File: src/sv/dsim_pkg.sv
// ----------------------------------------------------------------------------
// dsim_pkg
// shared types and constants of the door security input monitor
// ----------------------------------------------------------------------------
package dsim_pkg;

  localparam int PinCount     = 4;
  localparam int CodeWidth    = 3;
  localparam int CfgIdxWidth  = 3;
  localparam int CfgDataWidth = 16;
  localparam int AgeWidth     = 8;
  localparam int DoorAgeWidth = 26;
  localparam int AccessWidth  = 16;
  localparam int MsPerSecond  = 1000;

  localparam logic [AgeWidth-1:0]     AgeMax     = '1;
  localparam logic [DoorAgeWidth-1:0] DoorAgeMax = '1;
  localparam logic [AccessWidth-1:0]  AccessMax  = '1;

  localparam logic [DoorAgeWidth-1:0] ResetHeldLimit = DoorAgeWidth'(30 * MsPerSecond);
  localparam logic [AgeWidth-1:0]     ResetDebounce  = AgeWidth'(60);
  localparam logic [AccessWidth-1:0]  ResetWindow    = AccessWidth'(3000);

  typedef enum logic [CodeWidth-1:0] {
    FN_DISABLED = 3'd0,
    FN_EXIT     = 3'd1,
    FN_DOOR     = 3'd2,
    FN_FIRE     = 3'd3,
    FN_TAMPER   = 3'd4
  } func_t;

  typedef enum logic [CfgIdxWidth-1:0] {
    REG_NC_MASK    = 3'd0,
    REG_FUNC_CODES = 3'd1,
    REG_FORCED_EN  = 3'd2,
    REG_HELD_SECS  = 3'd3,
    REG_DEBOUNCE   = 3'd4,
    REG_WINDOW     = 3'd5
  } cfg_reg_t;

  typedef struct packed {
    logic chg;
    logic lvl;
  } lane_out_t;

  typedef struct packed {
    logic                    door_is_open;
    logic [DoorAgeWidth-1:0] door_open_age;
    logic                    held_alert_done;
    logic                    access_pending;
    logic [AccessWidth-1:0]  access_age;
    logic                    fire_flag;
    logic                    tamper_flag;
  } mon_state_t;

  typedef struct packed {
    logic                    forced_en;
    logic [DoorAgeWidth-1:0] held_limit;
    logic [AccessWidth-1:0]  window;
  } merge_cfg_t;

  typedef struct packed {
    logic exit_request;
    logic forced_entry;
    logic door_opened;
    logic door_closed;
    logic fire_raised;
    logic fire_cleared;
    logic tamper_raised;
    logic tamper_cleared;
    logic door_held_alert;
    logic fire_active_now;
    logic tamper_active_now;
    logic door_open_now;
  } result_t;

endpackage

File: src/sv/dsim_in_if.sv
// ----------------------------------------------------------------------------
// dsim_in_if
// tick channel: raw pin levels and access grant pulse
// ----------------------------------------------------------------------------
interface dsim_in_if;
  logic       valid;
  logic       ready;
  logic [3:0] pin_levels;
  logic       access_granted;

  modport source (output valid, output pin_levels, output access_granted, input ready);
  modport sink   (input valid, input pin_levels, input access_granted, output ready);
endinterface

File: src/sv/dsim_out_if.sv
// ----------------------------------------------------------------------------
// dsim_out_if
// result channel: event flags and status of one tick
// ----------------------------------------------------------------------------
interface dsim_out_if;
  logic valid;
  logic ready;
  logic exit_request;
  logic forced_entry;
  logic door_opened;
  logic door_closed;
  logic fire_raised;
  logic fire_cleared;
  logic tamper_raised;
  logic tamper_cleared;
  logic door_held_alert;
  logic fire_active_now;
  logic tamper_active_now;
  logic door_open_now;

  modport source (
    output valid, output exit_request, output forced_entry, output door_opened,
    output door_closed, output fire_raised, output fire_cleared, output tamper_raised,
    output tamper_cleared, output door_held_alert, output fire_active_now,
    output tamper_active_now, output door_open_now, input ready
  );
  modport sink (
    input valid, input exit_request, input forced_entry, input door_opened,
    input door_closed, input fire_raised, input fire_cleared, input tamper_raised,
    input tamper_cleared, input door_held_alert, input fire_active_now,
    input tamper_active_now, input door_open_now, output ready
  );
endinterface

File: src/sv/dsim_lane.sv
// ----------------------------------------------------------------------------
// dsim_lane
// one input pin: polarity mapping and stable-confirm debounce
// ----------------------------------------------------------------------------
module dsim_lane (
  input  logic                                clk,
  input  logic                                rst,
  input  logic                                step,
  input  logic                                seeded,
  input  logic                                raw,
  input  logic                                nc,
  input  logic [dsim_pkg::AgeWidth-1:0]       debounce,
  output dsim_pkg::lane_out_t                 res
);

  logic                          accepted;
  logic                          accepted_next;
  logic                          candidate;
  logic                          candidate_next;
  logic [dsim_pkg::AgeWidth-1:0] age;
  logic [dsim_pkg::AgeWidth-1:0] age_next;
  logic                          trig;

  assign trig = nc ? raw : !raw;

  always_comb begin
    accepted_next  = accepted;
    candidate_next = candidate;
    age_next       = age;
    res            = '0;
    if (!seeded) begin
      accepted_next  = trig;
      candidate_next = trig;
      age_next       = '0;
    end else if (trig != candidate) begin
      candidate_next = trig;
      age_next       = '0;
    end else begin
      if (age != dsim_pkg::AgeMax) begin
        age_next = age + 1'b1;
      end
      if (trig != accepted && age_next >= debounce) begin
        accepted_next = trig;
        res.chg       = 1'b1;
      end
    end
    res.lvl = trig;
  end

  always_ff @(posedge clk) begin
    if (rst) begin
      accepted  <= 1'b0;
      candidate <= 1'b0;
      age       <= '0;
    end else if (step) begin
      accepted  <= accepted_next;
      candidate <= candidate_next;
      age       <= age_next;
    end
  end

endmodule

File: src/sv/dsim_merge.sv
// ----------------------------------------------------------------------------
// dsim_merge
// combines lane changes in pin order into events and the next monitor state
// ----------------------------------------------------------------------------
module dsim_merge #(
  parameter int NUM_INPUTS = 4
) (
  input  dsim_pkg::lane_out_t  lanes [NUM_INPUTS],
  input  dsim_pkg::func_t      codes [NUM_INPUTS],
  input  dsim_pkg::merge_cfg_t cfg,
  input  dsim_pkg::mon_state_t st,
  input  logic                 grant,
  output dsim_pkg::mon_state_t st_next,
  output dsim_pkg::result_t    res
);

  always_comb begin
    st_next = st;
    res     = '0;

    // grant first, then the pending and door ages
    if (grant) begin
      st_next.access_pending = 1'b1;
      st_next.access_age     = '0;
    end else if (st.access_pending && st.access_age != dsim_pkg::AccessMax) begin
      st_next.access_age = st.access_age + 1'b1;
    end
    if (st.door_is_open && st.door_open_age != dsim_pkg::DoorAgeMax) begin
      st_next.door_open_age = st.door_open_age + 1'b1;
    end

    for (int i = 0; i < NUM_INPUTS; i++) begin
      if (lanes[i].chg) begin
        case (codes[i])
          dsim_pkg::FN_EXIT: begin
            if (lanes[i].lvl) res.exit_request = 1'b1;
          end
          dsim_pkg::FN_DOOR: begin
            st_next.held_alert_done = 1'b0;
            if (lanes[i].lvl) begin
              st_next.door_is_open  = 1'b1;
              st_next.door_open_age = '0;
              if (cfg.forced_en &&
                  !(st_next.access_pending && st_next.access_age < cfg.window)) begin
                res.forced_entry = 1'b1;
              end
              st_next.access_pending = 1'b0;
              res.door_opened        = 1'b1;
            end else begin
              st_next.door_is_open = 1'b0;
              res.door_closed      = 1'b1;
            end
          end
          dsim_pkg::FN_FIRE: begin
            st_next.fire_flag = lanes[i].lvl;
            if (lanes[i].lvl) res.fire_raised = 1'b1;
            else res.fire_cleared = 1'b1;
          end
          dsim_pkg::FN_TAMPER: begin
            st_next.tamper_flag = lanes[i].lvl;
            if (lanes[i].lvl) res.tamper_raised = 1'b1;
            else res.tamper_cleared = 1'b1;
          end
          default: begin
          end
        endcase
      end
    end

    if (st_next.door_is_open && !st_next.held_alert_done &&
        st_next.door_open_age > cfg.held_limit) begin
      st_next.held_alert_done = 1'b1;
      res.door_held_alert     = 1'b1;
    end

    res.fire_active_now   = st_next.fire_flag;
    res.tamper_active_now = st_next.tamper_flag;
    res.door_open_now     = st_next.door_is_open;
  end

endmodule

File: src/sv/door_security_input_monitor.sv
// ----------------------------------------------------------------------------
// door_security_input_monitor
// debounces door, exit, fire and tamper pins per millisecond tick and
// raises merged event flags with forced entry and held open checks
// ----------------------------------------------------------------------------
//  channel  dir  handshake      word
//  in_ch    in   valid/ready    pin_levels, access_granted
//  out_ch   out  valid/ready    twelve event and status flags
//  cfg      in   cfg_we         cfg_index, cfg_data
//
//  one tick per cycle while no untaken result waits; its result is in the
//  output register in the cycle after; a new tick is taken while the result
//  waits, if the output is taken too; the lane debounce and merge logic are
//  combinational; synchronous reset clears state; the first tick after reset
//  only seeds; the held limit in ms is formed when held_open_seconds is written
// ----------------------------------------------------------------------------
module door_security_input_monitor #(
  parameter int NUM_INPUTS = 4
) (
  input  logic                                  clk,
  input  logic                                  rst,
  input  logic                                  cfg_we,
  input  logic [dsim_pkg::CfgIdxWidth-1:0]      cfg_index,
  input  logic [dsim_pkg::CfgDataWidth-1:0]     cfg_data,
  dsim_in_if.sink                               in_ch,
  dsim_out_if.source                            out_ch
);

  logic [dsim_pkg::PinCount-1:0]                       nc_mask;
  logic [dsim_pkg::PinCount*dsim_pkg::CodeWidth-1:0]   func_codes;
  logic                                                forced_en;
  logic [dsim_pkg::DoorAgeWidth-1:0]                   held_limit;
  logic [dsim_pkg::AgeWidth-1:0]                       debounce;
  logic [dsim_pkg::AccessWidth-1:0]                    window;

  logic                 seeded;
  logic                 step;
  logic                 out_valid;
  dsim_pkg::result_t    out_word;
  dsim_pkg::mon_state_t st;
  dsim_pkg::mon_state_t st_next;
  dsim_pkg::result_t    res;
  dsim_pkg::merge_cfg_t mcfg;
  dsim_pkg::lane_out_t  lanes [NUM_INPUTS];
  dsim_pkg::func_t      codes [NUM_INPUTS];

  assign in_ch.ready = !out_valid || out_ch.ready;
  assign step        = in_ch.valid && in_ch.ready;

  always_ff @(posedge clk) begin
    if (rst) begin
      nc_mask    <= '0;
      func_codes <= '0;
      forced_en  <= 1'b0;
      held_limit <= dsim_pkg::ResetHeldLimit;
      debounce   <= dsim_pkg::ResetDebounce;
      window     <= dsim_pkg::ResetWindow;
    end else if (cfg_we) begin
      unique case (dsim_pkg::cfg_reg_t'(cfg_index))
        dsim_pkg::REG_NC_MASK:    nc_mask    <= cfg_data[dsim_pkg::PinCount-1:0];
        dsim_pkg::REG_FUNC_CODES: func_codes <= cfg_data[dsim_pkg::PinCount*dsim_pkg::CodeWidth-1:0];
        dsim_pkg::REG_FORCED_EN:  forced_en  <= cfg_data[0];
        dsim_pkg::REG_HELD_SECS: begin
          held_limit <= dsim_pkg::DoorAgeWidth'(cfg_data) *
                        dsim_pkg::DoorAgeWidth'(dsim_pkg::MsPerSecond);
        end
        dsim_pkg::REG_DEBOUNCE:   debounce   <= cfg_data[dsim_pkg::AgeWidth-1:0];
        dsim_pkg::REG_WINDOW:     window     <= cfg_data[dsim_pkg::AccessWidth-1:0];
        default: begin
        end
      endcase
    end
  end

  for (genvar i = 0; i < NUM_INPUTS; i++) begin : g_lane
    logic raw;
    logic nc;
    if (i < dsim_pkg::PinCount) begin : g_pin
      assign raw      = in_ch.pin_levels[i];
      assign nc       = nc_mask[i];
      assign codes[i] = dsim_pkg::func_t'(func_codes[i*dsim_pkg::CodeWidth +: dsim_pkg::CodeWidth]);
    end else begin : g_spare
      assign raw      = 1'b0;
      assign nc       = 1'b0;
      assign codes[i] = dsim_pkg::FN_DISABLED;
    end
    dsim_lane u_lane (
      .clk      (clk),
      .rst      (rst),
      .step     (step),
      .seeded   (seeded),
      .raw      (raw),
      .nc       (nc),
      .debounce (debounce),
      .res      (lanes[i])
    );
  end

  assign mcfg.forced_en  = forced_en;
  assign mcfg.held_limit = held_limit;
  assign mcfg.window     = window;

  dsim_merge #(
    .NUM_INPUTS (NUM_INPUTS)
  ) u_merge (
    .lanes   (lanes),
    .codes   (codes),
    .cfg     (mcfg),
    .st      (st),
    .grant   (in_ch.access_granted),
    .st_next (st_next),
    .res     (res)
  );

  always_ff @(posedge clk) begin
    if (rst) begin
      seeded    <= 1'b0;
      st        <= '0;
      out_valid <= 1'b0;
    end else begin
      if (step) begin
        seeded <= 1'b1;
        st     <= st_next;
      end
      if (step) out_valid <= 1'b1;
      else if (out_ch.ready) out_valid <= 1'b0;
    end
  end

  always_ff @(posedge clk) begin
    if (step) out_word <= res;
  end

  assign out_ch.valid             = out_valid;
  assign out_ch.exit_request      = out_word.exit_request;
  assign out_ch.forced_entry      = out_word.forced_entry;
  assign out_ch.door_opened       = out_word.door_opened;
  assign out_ch.door_closed       = out_word.door_closed;
  assign out_ch.fire_raised       = out_word.fire_raised;
  assign out_ch.fire_cleared      = out_word.fire_cleared;
  assign out_ch.tamper_raised     = out_word.tamper_raised;
  assign out_ch.tamper_cleared    = out_word.tamper_cleared;
  assign out_ch.door_held_alert   = out_word.door_held_alert;
  assign out_ch.fire_active_now   = out_word.fire_active_now;
  assign out_ch.tamper_active_now = out_word.tamper_active_now;
  assign out_ch.door_open_now     = out_word.door_open_now;

  a_step_fills: assert property (@(posedge clk) disable iff (rst)
    step |=> out_valid)
    else $error("accepted tick left no result");

  a_seed_quiet: assert property (@(posedge clk) disable iff (rst)
    step && !seeded |=> !(out_word.exit_request || out_word.door_opened ||
      out_word.door_closed || out_word.fire_raised || out_word.fire_cleared ||
      out_word.tamper_raised || out_word.tamper_cleared || out_word.forced_entry))
    else $error("event raised on seeding tick");

  a_forced_open: assert property (@(posedge clk) disable iff (rst)
    out_valid && out_word.forced_entry |-> out_word.door_opened)
    else $error("forced entry without door opening");

  a_held_open: assert property (@(posedge clk) disable iff (rst)
    out_valid && out_word.door_held_alert |-> out_word.door_open_now)
    else $error("held alert while door closed");

  a_held_once: assert property (@(posedge clk) disable iff (rst)
    step && st.held_alert_done && st.door_is_open && !res.door_opened &&
    !res.door_closed |-> !res.door_held_alert)
    else $error("held alert repeated in one opening");

endmodule

File: src/flat_wrapper.sv
// flat-port wrapper written by rule: the top's interface ports become plain ports
module door_security_input_monitor_flat 
#(
  parameter int NUM_INPUTS = 4
)
  (clk, rst, cfg_we, cfg_index, cfg_data, in_ch_valid, in_ch_pin_levels, in_ch_access_granted, in_ch_ready, out_ch_valid, out_ch_exit_request, out_ch_forced_entry, out_ch_door_opened, out_ch_door_closed, out_ch_fire_raised, out_ch_fire_cleared, out_ch_tamper_raised, out_ch_tamper_cleared, out_ch_door_held_alert, out_ch_fire_active_now, out_ch_tamper_active_now, out_ch_door_open_now, out_ch_ready);
  dsim_in_if in_ch_i ();
  dsim_out_if out_ch_i ();
  input  logic clk;
  input  logic rst;
  input  logic cfg_we;
  input  logic [dsim_pkg::CfgIdxWidth-1:0] cfg_index;
  input  logic [dsim_pkg::CfgDataWidth-1:0] cfg_data;
  input wire logic [$bits(in_ch_i.valid)-1:0] in_ch_valid;
  input wire logic [$bits(in_ch_i.pin_levels)-1:0] in_ch_pin_levels;
  input wire logic [$bits(in_ch_i.access_granted)-1:0] in_ch_access_granted;
  output wire logic [$bits(in_ch_i.ready)-1:0] in_ch_ready;
  output wire logic [$bits(out_ch_i.valid)-1:0] out_ch_valid;
  output wire logic [$bits(out_ch_i.exit_request)-1:0] out_ch_exit_request;
  output wire logic [$bits(out_ch_i.forced_entry)-1:0] out_ch_forced_entry;
  output wire logic [$bits(out_ch_i.door_opened)-1:0] out_ch_door_opened;
  output wire logic [$bits(out_ch_i.door_closed)-1:0] out_ch_door_closed;
  output wire logic [$bits(out_ch_i.fire_raised)-1:0] out_ch_fire_raised;
  output wire logic [$bits(out_ch_i.fire_cleared)-1:0] out_ch_fire_cleared;
  output wire logic [$bits(out_ch_i.tamper_raised)-1:0] out_ch_tamper_raised;
  output wire logic [$bits(out_ch_i.tamper_cleared)-1:0] out_ch_tamper_cleared;
  output wire logic [$bits(out_ch_i.door_held_alert)-1:0] out_ch_door_held_alert;
  output wire logic [$bits(out_ch_i.fire_active_now)-1:0] out_ch_fire_active_now;
  output wire logic [$bits(out_ch_i.tamper_active_now)-1:0] out_ch_tamper_active_now;
  output wire logic [$bits(out_ch_i.door_open_now)-1:0] out_ch_door_open_now;
  input wire logic [$bits(out_ch_i.ready)-1:0] out_ch_ready;
  assign in_ch_i.valid = in_ch_valid;
  assign in_ch_i.pin_levels = in_ch_pin_levels;
  assign in_ch_i.access_granted = in_ch_access_granted;
  assign in_ch_ready = in_ch_i.ready;
  assign out_ch_valid = out_ch_i.valid;
  assign out_ch_exit_request = out_ch_i.exit_request;
  assign out_ch_forced_entry = out_ch_i.forced_entry;
  assign out_ch_door_opened = out_ch_i.door_opened;
  assign out_ch_door_closed = out_ch_i.door_closed;
  assign out_ch_fire_raised = out_ch_i.fire_raised;
  assign out_ch_fire_cleared = out_ch_i.fire_cleared;
  assign out_ch_tamper_raised = out_ch_i.tamper_raised;
  assign out_ch_tamper_cleared = out_ch_i.tamper_cleared;
  assign out_ch_door_held_alert = out_ch_i.door_held_alert;
  assign out_ch_fire_active_now = out_ch_i.fire_active_now;
  assign out_ch_tamper_active_now = out_ch_i.tamper_active_now;
  assign out_ch_door_open_now = out_ch_i.door_open_now;
  assign out_ch_i.ready = out_ch_ready;
  door_security_input_monitor #(.NUM_INPUTS(NUM_INPUTS)) u_core (.clk(clk), .rst(rst), .cfg_we(cfg_we), .cfg_index(cfg_index), .cfg_data(cfg_data), .in_ch(in_ch_i), .out_ch(out_ch_i));
endmodule
File: config.mk
export PLATFORM = sky130hd
export DESIGN_NAME = door_security_input_monitor_flat
export DESIGN_NICKNAME = d
export VERILOG_FILES = /design/src/sv/dsim_pkg.sv /design/src/sv/dsim_in_if.sv /design/src/sv/dsim_out_if.sv /design/src/sv/dsim_lane.sv /design/src/sv/dsim_merge.sv /design/src/sv/door_security_input_monitor.sv /design/src/flat_wrapper.sv
export SDC_FILE = /design/constraint.sdc
export NUM_CORES = 1
export LEC_CHECK = 0
export BUFFER_PORTS_ARGS = -buffer_cell sky130_fd_sc_hd__buf_4
export CAP_MARGIN = 20
export CORE_MARGIN = 8
export CORE_UTILIZATION = 40
export DETAILED_ROUTE_END_ITERATION = 8
export MAX_ROUTING_LAYER = met4
export SLEW_MARGIN = 15
export SYNTH_ARGS = -nofsm -noshare
export SYNTH_HDL_FRONTEND = slang
export SYNTH_SLANG_ARGS = --single-unit
export TNS_END_PERCENT = 100
File: constraint.sdc
create_clock -name clk -period 11.61 [get_ports clk]
set_input_delay 1.161 -clock clk [delete_from_list [all_inputs] [get_ports clk]]
set_output_delay 1.161 -clock clk [all_outputs]
set_load 0.05 [all_outputs]
== Yosys cells after proc, flatten, opt, wreduce, memory -nomap -nowiden ==
Index checks and enable logic that the tools add are counted.
Widths: inputs -> output; s select.

* Word-level logic and storage cells: 286
* Bits in registers: 165
* Bits in read-only memories: 0
* Bits in latches: 0
* Memories: 0
* Bits of input ports: 29
* Output and inout bits: 14
* Memory bits (writable): 0

* Equality and inequality tests: 47
* $add $sub $neg: 6
* Multipliers: 1
* Bitwise operators: 0
* Multiplexer cells: 143
* Divide/modulo/power cells: 0
* Order comparisons: 6
* Reduce and logical (&&, ||, !) cells: 44
* Shifts and indexed selects: 0

{| class="wikitable"
|+ Operators with widths
! cell !! number
|-
| $mux 29 || 8
|-
| $mux 8 || 24
|-
| $mux 26 || 5
|-
| $mux 1 || 84
|-
| $add 8x1->8 const B || 4
|-
| $ge 8x8->1 || 4
|-
| $mux 16 || 2
|-
| $mux 2 || 16
|-
| $ne 8x8->1 const B || 4
|-
| $eq 3x2->1 const B || 10
|-
| $add 26x1->26 const B || 1
|-
| $gt 26x26->1 || 1
|-
| $ne 26x26->1 const B || 1
|-
| $ne 2x2->1 const B || 12
|-
| $mul 16x7->23 const B || 1
|-
| $reduce_and 2->1 || 10
|-
| $eq 3x3->1 const B || 6
|-
| $logic_and 1x1->1 || 17
|-
| $add 16x1->16 const B || 1
|-
| $lt 16x16->1 || 1
|-
| $ne 16x16->1 const B || 1
|-
| $eq 3x1->1 const B || 5
|-
| $mux 3 || 4
|-
| $reduce_and 3->1 || 4
|-
| other kinds (5) || 21
|}

== Depth between registers and ports, before layout ==
* Depth in word-level cells: 26
* Gate-level depth with buffers: 25
* Gate-level depth less buffers: 22

== By module ==
From an unflattened synthesis, not the netlist that was laid out.

* Cell total of the unflattened synthesis: 1640
* Area, all modules: 13334.0 um^2

{| class="wikitable"
|+ Modules (own cells, without submodules)
! module !! seq. area each (um^2) !! cells each !! times used !! area each (um^2)
|-
| door_security_input_monitor || 2622.5 || 799 || 1 || 7155.6
|-
| dsim_lane || 200.2 || 106 || 4 || 868.3
|-
| dsim_merge || 0.0 || 417 || 1 || 2705.1
|}

== Least setup slack after synthesis ==
Ideal clock, no wire load.

* Path type: input port to flip-flop
* From: input cfg_data[7] in the netlist's numbering
* To: register u_core.held_limit[24] in the netlist's numbering
* Path buffers: 0
* Data arrival time: 4.975 ns
* Required time: 11.482 ns
* Library setup time: 0.128 ns
* Path slack: 6.508 ns
* Stages: 14
* Cell sequence: fa_1 inv_1 fa_1 inv_1 fa_1 fa_1 ha_1 and3_1 a31oi_1 a311oi_1 a2111oi_0 xnor2_1 mux2i_1 nor2_1

* Longest elaborated chain between the ends: 1

{| class="wikitable"
|+ RTL lines
! item !! line !! RTL
|-
| start: declaration || flat_wrapper.sv:13 || <nowiki>input logic [dsim_pkg::CfgDataWidth-1:0] cfg_data;</nowiki>
|-
| $mul 16x7->23 || door_security_input_monitor.sv:64 || <nowiki>held_limit <= dsim_pkg::DoorAgeWidth'(cfg_data) *</nowiki>
|-
| end signal: assignment || door_security_input_monitor.sv:55 || <nowiki>held_limit <= dsim_pkg::ResetHeldLimit;</nowiki>
|-
| end signal: assignment || door_security_input_monitor.sv:64 ||
|-
| end: declaration || door_security_input_monitor.sv:32 || <nowiki>logic [dsim_pkg::DoorAgeWidth-1:0] held_limit;</nowiki>
|}

No other way between the ends.
A chain may end at the register's enable or synchronous reset.

==> flow_summary.ini <==
[worst_setup_path]
critPathLaunch = u_core.g_lane[1].u_lane.age[0]$_SDFFE_PP0P_
rr_worst_depth = 21
critPathLaunchType = flop
r2r-start = u_core.g_lane[1].u_lane.age[0]$_SDFFE_PP0P_
endpoint_kind = flop
crit_type = flop to flop
critPathMaxFanout = 47
cp.arrival_ns = 5.63
required_ns = 11.80

[pwr]
p_leak_nw = 5.52
peakVddDrop_mv = 0.106
p_total_w = 0.00189
power.density_nw_per_um2 = 139

[logic_synthesis]
synth_nets = 1699
syn_area_sq_um = 12300
ys_seq_area_share_pct = 27.8
synthTopCellsByArea = dfxtp_1 25%, ha_1 13%, fa_1 8.8%
async_flop_share_pct = 0
syn_area_per_cell_sq_um = 8.28
synthCells = 1487
yosys_warnings = 0
synth.distinct_cells = 70
synth_edf_count = 12
synth_top_area_cell = dfxtp_1
synth_ff_type = dfxtp_1
synth_top_area_share_pct = 24.9
synth-seq-cells = 165

[clock_network]
cts.path.max_buffers = 2
cts-root-buf = clkbuf_16
cts_tree = done
cts_setup_buffers = 0
cts_resized = 0
clk_pin_slew_ns = 0.07
htreeDepth = 4
worstSkewPairLatency_ns = 0.43
clock-sinks = 165
cts_made_buffers = 17
ctsHoldBuffers = 0

[layout]
fillers = 3052
final_layout_size_suffix_gt1_share_pct = 6.96
diodes = 0
area_growth_pct = 9.95
instances_no_fill = 1904
fin_nets = 1707

[grt]
grtUsageTotal_pct = 17.9
first_global_vias = 9983
grt_overflow = 0
grt_max_degree = 86
met1_usage_pct = 24.9
grt_pass1_wl_microns = 51800
met2_usage_pct = 27.3
antenna_found_initial = 0
grt-busiest-layer = met2
grt_use_met3_pct = 2.06

[floorplan]
ios = 43
core_region_area_sq_um = 30400
row_count = 64
initial_utilization_pct = 40.4
fp.dieW_microns = 191
die_height_microns = 191
dieArea_sq_um = 36600

[run]
max_cap_viol_count = 0

[detailed_routing]
final_antenna_net_count = 0
dr_total_vias = 10440
wirelength_microns = 31500
routedWlPerCell_microns = 16.5
post-route-drc-count = 0
via_per_inst = 5.48
dr.pass1.iters = 5
drt_iter0_drc = 487

[timing]
period_minus_slack_ns = 5.44
setup_viol = 0
slew_headroom_pct = 31.5
drv_slew = 0
finalHoldViolCount = 0
rsz0062_at_grt = false
min_period_over_period_pct = 46.8
setup_tns_ns = 0
tightest_slew_ns = 1.02
max_freq_mhz = 184
skew_ns = 0.00940

[worst_hold_path]
whs_path_depth = 2
worstHoldStart = u_core.held_limit[11]$_SDFFE_PP0P_
worstHoldPathType = flop to flop

[outcome]
status = completed

[placement]
place_congestion = 0.860
io_buffers = 42
placed_cells = 1872
dp_hpwl_microns = 23300
[worst paths after layout]
| kind | slack [ns] | endpoint |
|---|---|---|
| worst min register to register | 0.45 | u_core.held_limit[11]$_SDFFE_PP0P_ |
| worst max-delay path | 6.17 | u_core.out_ch.door_held_alert$_DFFE_PP_ |
| worst max register to register | 6.17 | u_core.out_ch.door_held_alert$_DFFE_PP_ |
| worst min-delay path | 0.45 | u_core.held_limit[11]$_SDFFE_PP0P_ |
[state kept, by name (all words and copies together) (netlist names), 4 cells and up]
signal / count
u_core.debounce: 8
u_core.func_codes: 12
u_core.g_lane.u_lane.accepted: 4
u_core.g_lane.u_lane.age: 32
u_core.g_lane.u_lane.candidate: 4
u_core.held_limit: 23
u_core.nc_mask: 4
u_core.st: 47
u_core.window: 16
[synthesized netlist by cell type, types with 4 or more instances]
library cell	count
nand3_1	55
fa_1	54
nor3b_1	4
and4_1	4
o21a_1	7
nor2_1	150
inv_1	90
mux2_2	4
nor3_1	32
nand2_1	186
a31o_2	9
and2_1	8
nand4_1	29
buf_1	4
a31oi_1	10
or4_1	4
nor4_1	8
a211oi_1	12
dfxtp_1	153
o211ai_1	23
or3_1	12
xor2_1	28
nand2b_1	20
a21oi_1	120
o21ai_0	49
edfxtp_1	12
and3_1	32
clkbuf_1	53
nor2b_1	17
a22oi_1	28
o31ai_1	8
ha_1	129
a21o_1	13
mux2i_1	16
nand3b_1	5
a311oi_1	6
xnor2_1	49
[cell type report]
class / instances / area (sq um) / area share [%]
sequential: 165 / 3420 / 25.3
clock inverter: 13 / 134 / 0.989
tap: 396 / 495 / 3.66
timing repair buffer: 49 / 368 / 2.72
multi-input combinational: 1170 / 8310 / 61.4
clock buffer: 19 / 454 / 3.36
inverter: 92 / 345 / 2.55
[routing by layer]
layer / up-vias / wire length [microns] / part of all wire (%)
met5: - / 0 / 0
met2: 191 / 14000 / 45
met3: 21 / 1020 / 3.2
met4: 0 / 393 / 1.2
met1: 4976 / 16000 / 51
li1: 5252 / - / -
[kinds of logic after synthesis]
kind of cell / Yosys count / synth area share [%]
AO/OA/AOI/OAI: 310 / 15.9
XOR/XNOR: 79 / 5.84
adder cells (fa/ha/maj): 183 / 21.9
buffers and inverters: 152 / 4.72
flip-flops: 165 / 27.8
multiplexers: 20 / 1.67
AND/OR/NAND/NOR: 578 / 22.2
[cells in the final DEF (no fill, tap or decap), drive strengths merged, types with 4 or more instances in the layout]
cell type,synthesis,layout
o211ai,23,23
nor4,8,8
nor2b,17,17
dfxtp,153,153
or4,5,5
nand2b,20,20
a21o,13,13
xnor2,49,49
ha,129,129
a21oi,120,120
and3,32,32
clkinv,1,5
a31o,9,9
mux2i,16,16
fa,54,54
and4,4,4
nor3b,4,4
buf,7,49
a211oi,12,12
inv,91,98
edfxtp,12,12
o31ai,8,8
or3,12,12
o21ai,49,49
xor2,30,30
nand2,186,186
clkbuf,53,19
and2,8,8
mux2,4,4
nand3b,5,5
a22oi,28,28
o21a,7,7
nor2,151,151
a311oi,6,6
nor3,32,32
a31oi,10,10
nand4,29,29
nand3,55,55
[stage by stage]
stage | area [sq um] | setup slack, ns | utilization [%] | hold slack, ns
5_1_grt | 13500 | 5.67 | 44.5 | 0.484
2_1_floorplan | 12300 | 6.51 | - | 0.432
4_1_cts | 13500 | 6.21 | 44.5 | 0.456
6_report | 13500 | 6.17 | 44.5 | 0.455
3_5_place_dp | 12900 | 5.99 | 42.5 | 0.446
3_3_place_gp | 12900 | 6.10 | 42.5 | 0.444
[critical path, stage by stage, from the launching register on]
cell and delay, ns:
dfxtp_1 0.40, ha_1 0.24, and3_1 0.21, nand3_1 0.25, nand4_1 0.20, xnor2_1 0.16, ha_1 0.26, and3_1 0.18
a221o_1 0.31, a21oi_1 0.39, nor3_1 0.16, or4_4 0.80, nor2_1 0.20, ha_1 0.26, a21o_1 0.18, a21o_1 0.17
a21oi_1 0.14, o21ai_0 0.13, a211oi_1 0.25, a21oi_1 0.11, nand4_1 0.12, inv_1 0.04
[power breakdown]
| group | switching, W | internal [W] |
|---|---|---|
| logic | 0.000414 | 0.000299 |
| registers | 0.0000118 | 0.000589 |
| clock network | 0.000259 | 0.000315 |
(Power assumes the default switching activity.)
